==> src/rtl/dirty_range_tracker_defines.svh <==
// assertion macros for the dirty range tracker
`ifndef DIRTY_RANGE_TRACKER_DEFINES_SVH
`define DIRTY_RANGE_TRACKER_DEFINES_SVH

`ifndef SYNTHESIS
`define DRT_ASSERT_IMP(lbl, ck, rs, ante, cons) \
    lbl: assert property (@(posedge ck) disable iff (!rs) (ante) |-> (cons)) \
        else $error("dirty range tracker assertion failed");
`define DRT_ASSERT_NEXT(lbl, ck, rs, ante, cons) \
    lbl: assert property (@(posedge ck) disable iff (!rs) (ante) |=> (cons)) \
        else $error("dirty range tracker assertion failed");
`else
`define DRT_ASSERT_IMP(lbl, ck, rs, ante, cons)
`define DRT_ASSERT_NEXT(lbl, ck, rs, ante, cons)
`endif

`endif

==> src/rtl/drt_pkg.sv <==
// shared constants and types for the dirty range tracker
package drt_pkg;

    localparam int MAX_RANGES = 16;
    localparam int ADDR_BITS  = 24;
    localparam int LEN_W      = ADDR_BITS + 1;
    localparam int END_W      = ADDR_BITS + 2;
    localparam int IDX_W      = (MAX_RANGES > 1) ? $clog2(MAX_RANGES) : 1;
    localparam int CNT_W      = $clog2(MAX_RANGES + 1);

    localparam logic [1:0] LOCK_PLAIN        = 2'd0;
    localparam logic [1:0] LOCK_DISCARD      = 2'd1;
    localparam logic [1:0] LOCK_NO_OVERWRITE = 2'd2;

    typedef struct packed {
        logic [ADDR_BITS-1:0] start;
        logic [LEN_W-1:0]     length;
    } entry_t;

    typedef struct packed {
        logic             en;
        logic [IDX_W-1:0] addr;
        entry_t           data;
    } mem_wr_t;

    typedef struct packed {
        logic             en;
        logic [IDX_W-1:0] addr;
    } mem_rd_t;

endpackage

==> src/rtl/drt_range_mem.sv <==
// range table memory, one write port and one registered read port
module drt_range_mem (
    input  logic             clk,
    input  drt_pkg::mem_wr_t wr,
    input  drt_pkg::mem_rd_t rd,
    output drt_pkg::entry_t  rd_data
);
    import drt_pkg::*;

    entry_t mem [MAX_RANGES];

    always_ff @(posedge clk)
    begin
        if (wr.en)
        begin
            mem[wr.addr] <= wr.data;
        end
    end

    always_ff @(posedge clk)
    begin
        if (rd.en)
        begin
            rd_data <= mem[rd.addr];
        end
    end

endmodule

==> src/rtl/drt_ctrl.sv <==
// scan sequencer, overlap test, table update and result register
`include "dirty_range_tracker_defines.svh"

module drt_ctrl (
    input  logic                           clk,
    input  logic                           rst_n,
    input  logic                           cfg_wr_en,
    input  logic                           cfg_wr_data,
    input  logic                           in_valid,
    output logic                           in_ready,
    input  logic [drt_pkg::ADDR_BITS-1:0]  write_start,
    input  logic [drt_pkg::ADDR_BITS-1:0]  write_length,
    output logic                           out_valid,
    input  logic                           out_ready,
    output logic                           dirtied,
    output logic [1:0]                     lock_mode,
    output logic                           table_overflow,
    output drt_pkg::mem_wr_t               mem_wr,
    output drt_pkg::mem_rd_t               mem_rd,
    input  drt_pkg::entry_t                rd_data
);
    import drt_pkg::*;

    typedef enum logic [2:0] {
        ST_IDLE   = 3'b001,
        ST_SCAN   = 3'b010,
        ST_UPDATE = 3'b100
    } state_t;

    state_t               state_reg, state_next;
    logic [CNT_W-1:0]     count_reg;
    logic [IDX_W-1:0]     idx_reg;
    logic                 dirty_reg;
    logic                 linked_reg;
    logic                 lock_dynamic_reg;
    logic                 out_valid_reg;
    logic                 dirty_out_reg;
    logic                 ovf_out_reg;
    logic [1:0]           lock_out_reg;
    logic [IDX_W-1:0]     link_idx_reg;
    entry_t               link_entry_reg;
    logic [ADDR_BITS-1:0] start_reg;
    logic [ADDR_BITS-1:0] len_reg;
    logic [LEN_W-1:0]     fin_reg;

    logic [END_W-1:0]     s_ext, e_ext, o_ext, f_ext;
    logic                 hit_ov, hit_link, scan_last, slot_free, full;
    logic                 overflow, clear, accept, commit;

    assign accept    = (state_reg == ST_IDLE) && in_valid;
    assign slot_free = !out_valid_reg || out_ready;
    assign commit    = (state_reg == ST_UPDATE) && slot_free;
    assign full      = (count_reg == CNT_W'(MAX_RANGES));
    assign overflow  = !dirty_reg && !linked_reg && full;
    assign clear     = dirty_reg || overflow;
    assign scan_last = ((CNT_W'(idx_reg) + CNT_W'(1)) == count_reg);

    always_comb
    begin
        s_ext    = END_W'(rd_data.start);
        e_ext    = END_W'(rd_data.start) + END_W'(rd_data.length);
        o_ext    = END_W'(start_reg);
        f_ext    = END_W'(fin_reg);
        hit_ov   = (s_ext <= o_ext && o_ext < e_ext) || (s_ext < f_ext && f_ext <= e_ext) ||
                   (o_ext <= s_ext && s_ext < f_ext) || (o_ext < e_ext && e_ext <= f_ext);
        hit_link = (o_ext == e_ext);
    end

    // next entry read goes out while the current one is tested
    always_comb
    begin
        mem_rd.en   = 1'b0;
        mem_rd.addr = '0;
        if (accept && count_reg != '0)
        begin
            mem_rd.en = 1'b1;
        end
        else if (state_reg == ST_SCAN && !hit_ov && !scan_last)
        begin
            mem_rd.en   = 1'b1;
            mem_rd.addr = idx_reg + IDX_W'(1);
        end
    end

    always_comb
    begin
        mem_wr.en = commit;
        if (clear)
        begin
            mem_wr.addr = '0;
            mem_wr.data = '{start: start_reg, length: LEN_W'(len_reg)};
        end
        else if (linked_reg)
        begin
            mem_wr.addr = link_idx_reg;
            mem_wr.data = '{start: link_entry_reg.start,
                            length: link_entry_reg.length + LEN_W'(len_reg)};
        end
        else
        begin
            mem_wr.addr = count_reg[IDX_W-1:0];
            mem_wr.data = '{start: start_reg, length: LEN_W'(len_reg)};
        end
    end

    always_comb
    begin
        state_next = state_reg;
        unique case (state_reg)
            ST_IDLE:
            begin
                if (in_valid)
                begin
                    state_next = (count_reg != '0) ? ST_SCAN : ST_UPDATE;
                end
            end
            ST_SCAN:
            begin
                if (hit_ov || scan_last)
                begin
                    state_next = ST_UPDATE;
                end
            end
            ST_UPDATE:
            begin
                if (slot_free)
                begin
                    state_next = ST_IDLE;
                end
            end
            default:
            begin
                state_next = ST_IDLE;
            end
        endcase
    end

    always_ff @(posedge clk or negedge rst_n)
    begin
        if (!rst_n)
        begin
            state_reg        <= ST_IDLE;
            count_reg        <= '0;
            idx_reg          <= '0;
            dirty_reg        <= 1'b0;
            linked_reg       <= 1'b0;
            lock_dynamic_reg <= 1'b0;
            out_valid_reg    <= 1'b0;
        end
        else
        begin
            state_reg <= state_next;
            if (cfg_wr_en)
            begin
                lock_dynamic_reg <= cfg_wr_data;
            end
            if (accept)
            begin
                idx_reg    <= '0;
                dirty_reg  <= 1'b0;
                linked_reg <= 1'b0;
            end
            else if (state_reg == ST_SCAN)
            begin
                if (hit_ov)
                begin
                    dirty_reg <= 1'b1;
                end
                else
                begin
                    if (hit_link)
                    begin
                        linked_reg <= 1'b1;
                    end
                    if (!scan_last)
                    begin
                        idx_reg <= idx_reg + IDX_W'(1);
                    end
                end
            end
            if (commit)
            begin
                if (clear)
                begin
                    count_reg <= CNT_W'(1);
                end
                else if (!linked_reg)
                begin
                    count_reg <= count_reg + CNT_W'(1);
                end
                out_valid_reg <= 1'b1;
            end
            else if (out_ready)
            begin
                out_valid_reg <= 1'b0;
            end
        end
    end

    always_ff @(posedge clk)
    begin
        if (accept)
        begin
            start_reg <= write_start;
            len_reg   <= write_length;
            fin_reg   <= LEN_W'(write_start) + LEN_W'(write_length);
        end
        if (state_reg == ST_SCAN && !hit_ov && hit_link)
        begin
            link_idx_reg   <= idx_reg;
            link_entry_reg <= rd_data;
        end
        if (commit)
        begin
            dirty_out_reg <= clear;
            ovf_out_reg   <= overflow;
            if (!lock_dynamic_reg)
            begin
                lock_out_reg <= LOCK_PLAIN;
            end
            else
            begin
                lock_out_reg <= clear ? LOCK_DISCARD : LOCK_NO_OVERWRITE;
            end
        end
    end

    assign in_ready       = (state_reg == ST_IDLE);
    assign out_valid      = out_valid_reg;
    assign dirtied        = dirty_out_reg;
    assign lock_mode      = lock_out_reg;
    assign table_overflow = ovf_out_reg;

    `DRT_ASSERT_IMP(a_count_bound, clk, rst_n, 1'b1, count_reg <= CNT_W'(MAX_RANGES))
    `DRT_ASSERT_NEXT(a_clear_single, clk, rst_n, commit && clear, count_reg == CNT_W'(1))
    `DRT_ASSERT_IMP(a_ovf_dirty, clk, rst_n, out_valid_reg && ovf_out_reg, dirty_out_reg)
    `DRT_ASSERT_IMP(a_scan_idx, clk, rst_n, state_reg == ST_SCAN, CNT_W'(idx_reg) < count_reg)

endmodule

==> src/rtl/dirty_range_tracker.sv <==
// dirty range tracker top level
// one write is handled at a time: in_ready is high only in idle, after the previous result
// has been committed; the table scan tests one entry per cycle through the single read port
// and an overlap ends the scan early
// reset: range count, handshake state and lock_dynamic clear at once; table contents are
// left as they are and no clearing pass runs
module dirty_range_tracker (
    input  logic                          clk,
    input  logic                          rst_n,
    input  logic                          cfg_wr_en,
    input  logic                          cfg_wr_data,
    input  logic                          in_valid,
    output logic                          in_ready,
    input  logic [drt_pkg::ADDR_BITS-1:0] write_start,
    input  logic [drt_pkg::ADDR_BITS-1:0] write_length,
    output logic                          out_valid,
    input  logic                          out_ready,
    output logic                          dirtied,
    output logic [1:0]                    lock_mode,
    output logic                          table_overflow
);
    import drt_pkg::*;

    mem_wr_t mem_wr;
    mem_rd_t mem_rd;
    entry_t  rd_data;

    drt_ctrl u_ctrl (
        .clk            (clk),
        .rst_n          (rst_n),
        .cfg_wr_en      (cfg_wr_en),
        .cfg_wr_data    (cfg_wr_data),
        .in_valid       (in_valid),
        .in_ready       (in_ready),
        .write_start    (write_start),
        .write_length   (write_length),
        .out_valid      (out_valid),
        .out_ready      (out_ready),
        .dirtied        (dirtied),
        .lock_mode      (lock_mode),
        .table_overflow (table_overflow),
        .mem_wr         (mem_wr),
        .mem_rd         (mem_rd),
        .rd_data        (rd_data)
    );

    drt_range_mem u_mem (
        .clk     (clk),
        .wr      (mem_wr),
        .rd      (mem_rd),
        .rd_data (rd_data)
    );

endmodule

==> config.mk <==
export PLATFORM = sky130hd
export DESIGN_NAME = dirty_range_tracker
export DESIGN_NICKNAME = d
export VERILOG_FILES = /design/src/rtl/drt_pkg.sv /design/src/rtl/drt_range_mem.sv /design/src/rtl/drt_ctrl.sv /design/src/rtl/dirty_range_tracker.sv
export VERILOG_INCLUDE_DIRS = /design/src /design/src/rtl
export SDC_FILE = /design/constraint.sdc
export NUM_CORES = 1
export LEC_CHECK = 0
export ABC_CLOCK_PERIOD_IN_PS = 18000
export BUFFER_PORTS_ARGS = -buffer_cell sky130_fd_sc_hd__buf_2
export CAP_MARGIN = 15
export CORE_ASPECT_RATIO = 0.9
export CORE_MARGIN = 2
export CORE_UTILIZATION = 30
export DETAILED_ROUTE_END_ITERATION = 6
export SLEW_MARGIN = 20
export SYNTH_ARGS = -nofsm -noshare
export SYNTH_HDL_FRONTEND = slang
export SYNTH_SLANG_ARGS = --single-unit
==> constraint.sdc <==
create_clock -name clk -period 18 [get_ports clk]
set_input_delay 0.9 -clock clk [delete_from_list [all_inputs] [get_ports clk]]
set_output_delay 0.9 -clock clk [all_outputs]
set_load 0.01 [all_outputs]
# ---- Yosys cells after proc, flatten, opt, wreduce, memory -nomap -nowiden
# Memories as Yosys holds them, arrays and structs flattened. A register that Yosys moved wholly into a read port is not among the register bits.
# Index checks and enable logic that the tools add are counted.
dict set report op_classes {
  n_eq_ne 12
  n_mux 28
  n_lt_le_gt_ge 6
  n_addsub 6
  n_reduce_logical 33
}
# operator count
set ops {}
lappend ops {{two-way mux 53 bit} 2}
lappend ops {{<= comparator 24 bit} 2}
lappend ops {{adder 24 x 25 -> 26 bit} 1}
lappend ops {{== test 24 x 26 -> 1 bit} 1}
lappend ops {{<= comparator 25 x 26 -> 1 bit} 1}
lappend ops {{<= comparator 26 x 25 -> 1 bit} 1}
lappend ops {{less-than comparator 24 x 26 -> 1 bit} 1}
lappend ops {{adder 24 x 24 -> 25 bit} 1}
lappend ops {{adder 25 x 24 -> 25 bit} 1}
lappend ops {{less-than comparator 24 x 25 -> 1 bit} 1}
lappend ops {{two-way mux 4 bit} 5}
lappend ops {{two-way mux 5 bit} 3}
lappend ops {{logical AND 1 bit} 12}
lappend ops {{two-way mux 1 bit} 12}
lappend ops {{two-way mux 3 bit} 4}
lappend ops {{!= test 2 bit (second input constant)} 5}
lappend ops {{one-hot mux 3 bit (3 select lines)} 1}
lappend ops {{AND reduction 3 bit} 3}
lappend ops {{nonzero test 2 bit} 4}
lappend ops {{logical OR 1 bit} 6}
lappend ops {{adder 4 x 1 -> 5 bit (second input constant)} 1}
lappend ops {{adder 5 x 1 -> 5 bit (second input constant)} 1}
lappend ops {{== test 5 bit} 1}
lappend ops {{== test 5 bit (second input constant)} 1}
lappend ops {{other kinds (9)} 14}
dict set report totals {
  regBits 146
  wordCells 102
  output_inout_bits 6
  inputBits 54
  n_memories 1
  ram_bits 784
}
# memory words width rd rd_clocked_by_memory_dff write_ports line_no
set memory_table {}
lappend memory_table {u_mem.mem 16 49 1 1 1 drt_range_mem.sv:10} ;# entry_t mem [MAX_RANGES];

# ---- Longest topological paths before layout
dict set report depth {
  ltp_word 11
  depth_mapped 31
  ltp_nobuf 27
}

# ---- Hierarchy
# From an unflattened synthesis, not the netlist that was laid out.
dict set report unflattened {
  hier_cells 2407
  area_unflattened_um2 42136.7
}
# module seq_area_each_um2 area_each_um2 cells_each instances
set by_module_without_submodules {}
lappend by_module_without_submodules {drt_range_mem 25014.0 30827.1 1268 1}
lappend by_module_without_submodules {drt_ctrl 4305.4 11309.6 1139 1}

# ---- Worst setup path before layout
# Ideal clock, no wire load.
dict set report synth_path {
  path_kind {reg-to-reg}
  from {register, netlist name u_mem.rd_data[26]}
  to {register u_ctrl.link_entry_reg[0] in the netlist's numbering, enable pin}
  slack_ps 4556
  setup_time_ps 752
  t_required_ps 17248
  t_arrival_ps 12692
  period_less_slack_ps 13444
  n_path_buf 0
  stages_incl_launch_ff 25
  path_cell_list {edfxtp_1 > ha_1 > a211oi_2 > o21ai_2 > o31ai_4 > a31oi_4 > a21o_1 > a21oi_1 > nor2b_1 > o21a_1 > o21ai_0 > nand2b_1 > a21oi_1 > xor2_1 > ha_1 > nand4_1 > nor3_1 > o21ai_0 > a31oi_1 > nor2_1 > a2111oi_2 > a311o_1 > a41oi_2 > o21a_1 > a2111oi_0}
}
dict set report synth_between {
  elab_chain_len 9
  word_cells_on_any_way 18
  classes_between {add/sub (1); order compare (6); eq/ne (1); reduce/logical (10)}
}
# element line_no
set synth_lines {}
lappend synth_lines {{adder 24 x 25 -> 26 bit} drt_ctrl.sv:61} ;# e_ext = END_W'(rd_data.start) + END_W'(rd_data.length);
lappend synth_lines {{less-than comparator 24 x 26 -> 1 bit or <= comparator 25 x 26 -> 1 bit (tied branches)} {drt_ctrl.sv:64, drt_ctrl.sv:65}}
lappend synth_lines {{logical AND 1 bit} drt_ctrl.sv:64} ;# hit_ov = (s_ext <= o_ext && o_ext < e_ext) || (s_ext < f_ext && f_ext <= e_ext) ||
lappend synth_lines {{logical OR 1 bit (2 in a row)} drt_ctrl.sv:64}
lappend synth_lines {{logical OR 1 bit} drt_ctrl.sv:65} ;# (o_ext <= s_ext && s_ext < f_ext) || (o_ext < e_ext && e_ext <= f_ext);
lappend synth_lines {{logical NOT 1 bit} drt_ctrl.sv:208} ;# if (state_reg == ST_SCAN && !hit_ov && hit_link)
lappend synth_lines {{logical AND 1 bit} drt_ctrl.sv:208}
lappend synth_lines {{logical AND 1 bit (*)} drt_ctrl.sv:208}
lappend synth_lines {{end signal, assigned} drt_ctrl.sv:211} ;# link_entry_reg <= rd_data;
lappend synth_lines {{end, declared} drt_ctrl.sv:41} ;# entry_t link_entry_reg;
# Mark *: on every way between the ends. The rest lies on a longest branch, timed or not.
# A chain may end at the register's enable or synchronous reset.

# ---- Final worst setup path
dict set report layout_path {
  from {register, netlist name u_mem.rd_data[26]}
  to {register, netlist name u_mem.rd_data[48]}
}
dict set report layout_between {
  elab_chain_len 11
  word_cells_on_any_way 20
  classes_between {add/sub (1); order compare (6); mux (3); reduce/logical (10)}
}
# element line_no
set layout_lines {}
lappend layout_lines {{adder 24 x 25 -> 26 bit} drt_ctrl.sv:61}
lappend layout_lines {{less-than comparator 24 x 26 -> 1 bit or <= comparator 25 x 26 -> 1 bit (tied branches)} {drt_ctrl.sv:64, drt_ctrl.sv:65}}
lappend layout_lines {{logical AND 1 bit} drt_ctrl.sv:64}
lappend layout_lines {{logical OR 1 bit (2 in a row)} drt_ctrl.sv:64}
lappend layout_lines {{logical OR 1 bit (*)} drt_ctrl.sv:65}
lappend layout_lines {{logical NOT 1 bit (*)} drt_ctrl.sv:78} ;# else if (state_reg == ST_SCAN && !hit_ov && !scan_last)
lappend layout_lines {{logical AND 1 bit (*) (2 in a row)} drt_ctrl.sv:78}
lappend layout_lines {{two-way mux 5 bit (*)} drt_ctrl.sv:78}
lappend layout_lines {{two-way mux 4 bit or two-way mux 1 bit (tied branches)} drt_ctrl.sv:74} ;# if (accept && count_reg != '0)
# Marks and branches as above.

==> key figures <==
Die
  • Full die area: 147000 um2
  • Die Y: 364 um
  • Core ar.: 143000 um2
  • # IOs: 60
  • Row count: 132
  • DIE WIDTH: 404 um
  • Starting density of the core: 30.1%

Pwr
  • Worst VDD drop: 0.0768 mV
  • Combinational Power Share: 21.4%
  • NetSw: 1.88 mW
  • Sequential Power Share: 45.4%
  • Switch share: 29.6%
  • Leak: 16.2 nW
  • Clock power share: 33.2%
  • PD cells: 128 nW/um2
  • Cell-internal power: 4.47 mW

Placement
  • Hpwl dp: 71200 um
  • Port bufs: 59
  • RePlAce Congestion: 0.884

Finish
  • Most frequent cells in the layout: edfxtp_1 (963), mux2i_1 (241), nand2_1 (178)
  • Area occupied by multi-input gates: 13200 um2
  • Layout cell share with drive strength beyond 1: 12.6%
  • Most common cell after layout, fill and taps aside: edfxtp_1
  • FILL cells: 13.6k
  • Layout Nets: 3273
  • Register area: 29300 um2
  • Max FFs per register: 784
  • P&R area growth vs syn: 14.5%

Clocking
  • Post-CTS setup buffer count: 0
  • Clock latency at the later pin of the worst-skew pair: 700 ps
  • Root Driver: clkbuf_16
  • Clock Tree Buf Depth: 3
  • CTS tree: built
  • Num CTS Buffers: 102
  • Number of H-tree levels: 3
  • Cells resized by post-CTS repair: 0
  • Cts hold-fix bufs: 0
  • CTS sink count: 979
  • Clk pin slew, worst setup/hold paths: 60 ps

Timing
  • Final Hold Fails: 0
  • Setup violations, final: 0
  • Final Skew: 46.0 ps
  • Worst-margin pin slew: 1140 ps
  • RSZ-0062 raised after global routing: false
  • Period utilization: 47.8%
  • Slew Viols, Final: 0
  • Min Hold Slack: 121 ps
  • Slew HR: 24.1%
  • Setup TNS: 0 ps
  • Fin crit period: 8600 ps
  • F_max: 0.116 GHz

Global route
  • Initial antenna violation count: 8
  • M2 GR Usage: 24.5%
  • Layer with the highest usage: met2
  • First-pass GRT wire length: 174000 um
  • GRT overflow: 0
  • Vias in the first global route: 25.6k
  • Met1 Resource Use GR: 23.2%
  • Met3 Usage GRT: 3.29%
  • All-Layer GR Usage: 16.1%
  • Pin count of the biggest net entering global routing: 77

Synthesis
  • Distinct cells, synth: 97
  • Post-Syn Nets: 3150
  • Asr flop ratio synth: 1.63%
  • Netlist Area Pre-Place: 43200 um2
  • Synthesized flop and latch total: 979
  • Top cells by area, synth: edfxtp_1 (67%), mux2i_1 (5.6%), ha_1 (4.8%), o21ai_0 (1.8%), o22a_1 (1.6%)
  • Synth top area share: 66.9%
  • Ys flop type: edfxtp_1
  • Post-synth EDFFs: 963
  • Ys Warns: 0
  • Syn Inst Count: 2926
  • Seq/Total Area, Yosys: 67.9%
  • Synth area leader: edfxtp_1
  • Mapped Avg Cell Area: 14.8 um2

Critical path
  • Critical Path RT: 18440 ps
  • Critical path fanouts, max: 62
  • Slowest Stage Delay on Critical Path: 830 ps
  • Cell mode on critical path: buf_4
  • CP max stage cell: buf_4
  • Worst setup SP type: flip-flop
  • Worst Setup Path Type: flip-flop to flip-flop
  • Crit path DAT: 9050 ps
  • R2R setup slack: 9400 ps
  • Cell family with most CP delay: compound AO/OA/AOI/OAI gates
  • Worst path bufs/invs: 3
  • Critical path endpoint category: flip-flop

Detailed routing
  • Residual DRC: 0
  • Pre-antenna DRT Iters: 5
  • Routed len/inst: 24.2 um
  • Final wirelength: 121000 um
  • Vias per inst: 5.29
  • Vias: 26.5k
  • Iter 0 DRT Violations: 3076
  • Number of nets with antenna violations after routing: 0

Run status
  • Outcome: completed

Worst hold path
  • Hold Path Class: input port to async pin

Run
  • MaxCap Viol Count: 0
==> Yosys cell counts (all sizes together), types with 17 or more instances <==
| cell | count |
|---|---|
| a21o | 27 |
| edfxtp | 963 |
| xnor2 | 35 |
| nand2b | 20 |
| nand3 | 26 |
| nor2 | 110 |
| o22a | 79 |
| nand4 | 44 |
| mux2 | 32 |
| clkbuf | 69 |
| a211oi | 30 |
| a22oi | 36 |
| o22ai | 39 |
| buf | 62 |
| inv | 81 |
| xor2 | 29 |
| ha | 167 |
| a2bb2oi | 24 |
| mux2i | 241 |
| a21oi | 123 |
| o21a | 17 |
| nor3 | 34 |
| a221oi | 18 |
| or4 | 19 |
| o221ai | 34 |
| nor2b | 32 |
| nand2 | 179 |
| o21ai | 174 |
==> worst paths after layout <==
check,start,end,cells past startpoint
max in group asynchronous,rst_n,u_ctrl.state_reg[0],1
min in group clk,write_start[7],u_ctrl.start_reg[7],1
setup reg to reg,u_mem.rd_data[26],u_mem.rd_data[48],29
hold / removal,rst_n,u_ctrl.out_valid,1
setup / recovery,u_mem.rd_data[26],u_mem.rd_data[48],29
hold reg to reg,u_mem.rd_data[2],u_ctrl.link_entry_reg[2],0
==> per-layer routing <==
layer,vias to the layer above,wire length [um],share of wire (%)
met3,186,10700,8.8
met2,1115,53200,44
met1,13400,54100,45
met5,-,13,0.011
li1,11800,-,-
met4,2,3090,2.6
==> power by group through the flow <==
stage               clock network, mW  logic, mW  registers (mW)
detailed placement                  0       1.34            2.93
global route                     2.23       1.50            2.90
global placement                    0       1.32            2.93
finish                           2.11       1.36            2.89
floorplan                           0      0.893            2.87
CTS                              2.14       1.35            2.88
==> cell type report <==
cell class,instances,share of cell area (%)
Antenna cell,4,0.0202
Clock buffer,122,5.31
Multi-Input combinational cell,1734,26.6
Timing Repair Buffer,150,2.00
Sequential cell,979,59.3
Clock inverter,66,1.43
Inverter,82,0.622
Tap cell,1876,4.74
==> per-stage QoR <==
stage | setup WS (ps) | area, um2 | power [mW] | utilization [%] | instances
finish | 9400 | 49500 | 6.36 | 34.5 | 5013
global route | 8770 | 49500 | 6.62 | 34.5 | 5011
CTS | 9330 | 49500 | 6.38 | 34.5 | 5009
detailed placement | 9350 | 46100 | 4.27 | 32.2 | 4821
global placement | 9350 | 46100 | 4.25 | 32.2 | 4821
floorplan | 4560 | 43200 | 3.76 | - | 2926
==> kinds of logic (layout without fill, tap and decap cells) <==
family                     count (synthesis)  after routing  share of synthesized area [%]
other                                      0              4                              0
muxes                                    273            273                           6.42
DFF                                      979            979                           67.9
xor gates and xnor gates                  65             65                           1.35
and+or+nand+nor                          537            537                           6.22
adders and majority gates                171            171                           5.00
AOI/OAI and AO/OA                        688            688                           11.0
buffers and inverters                    213            420                           2.16
Note: power is estimated with default switching activity, not from simulation.
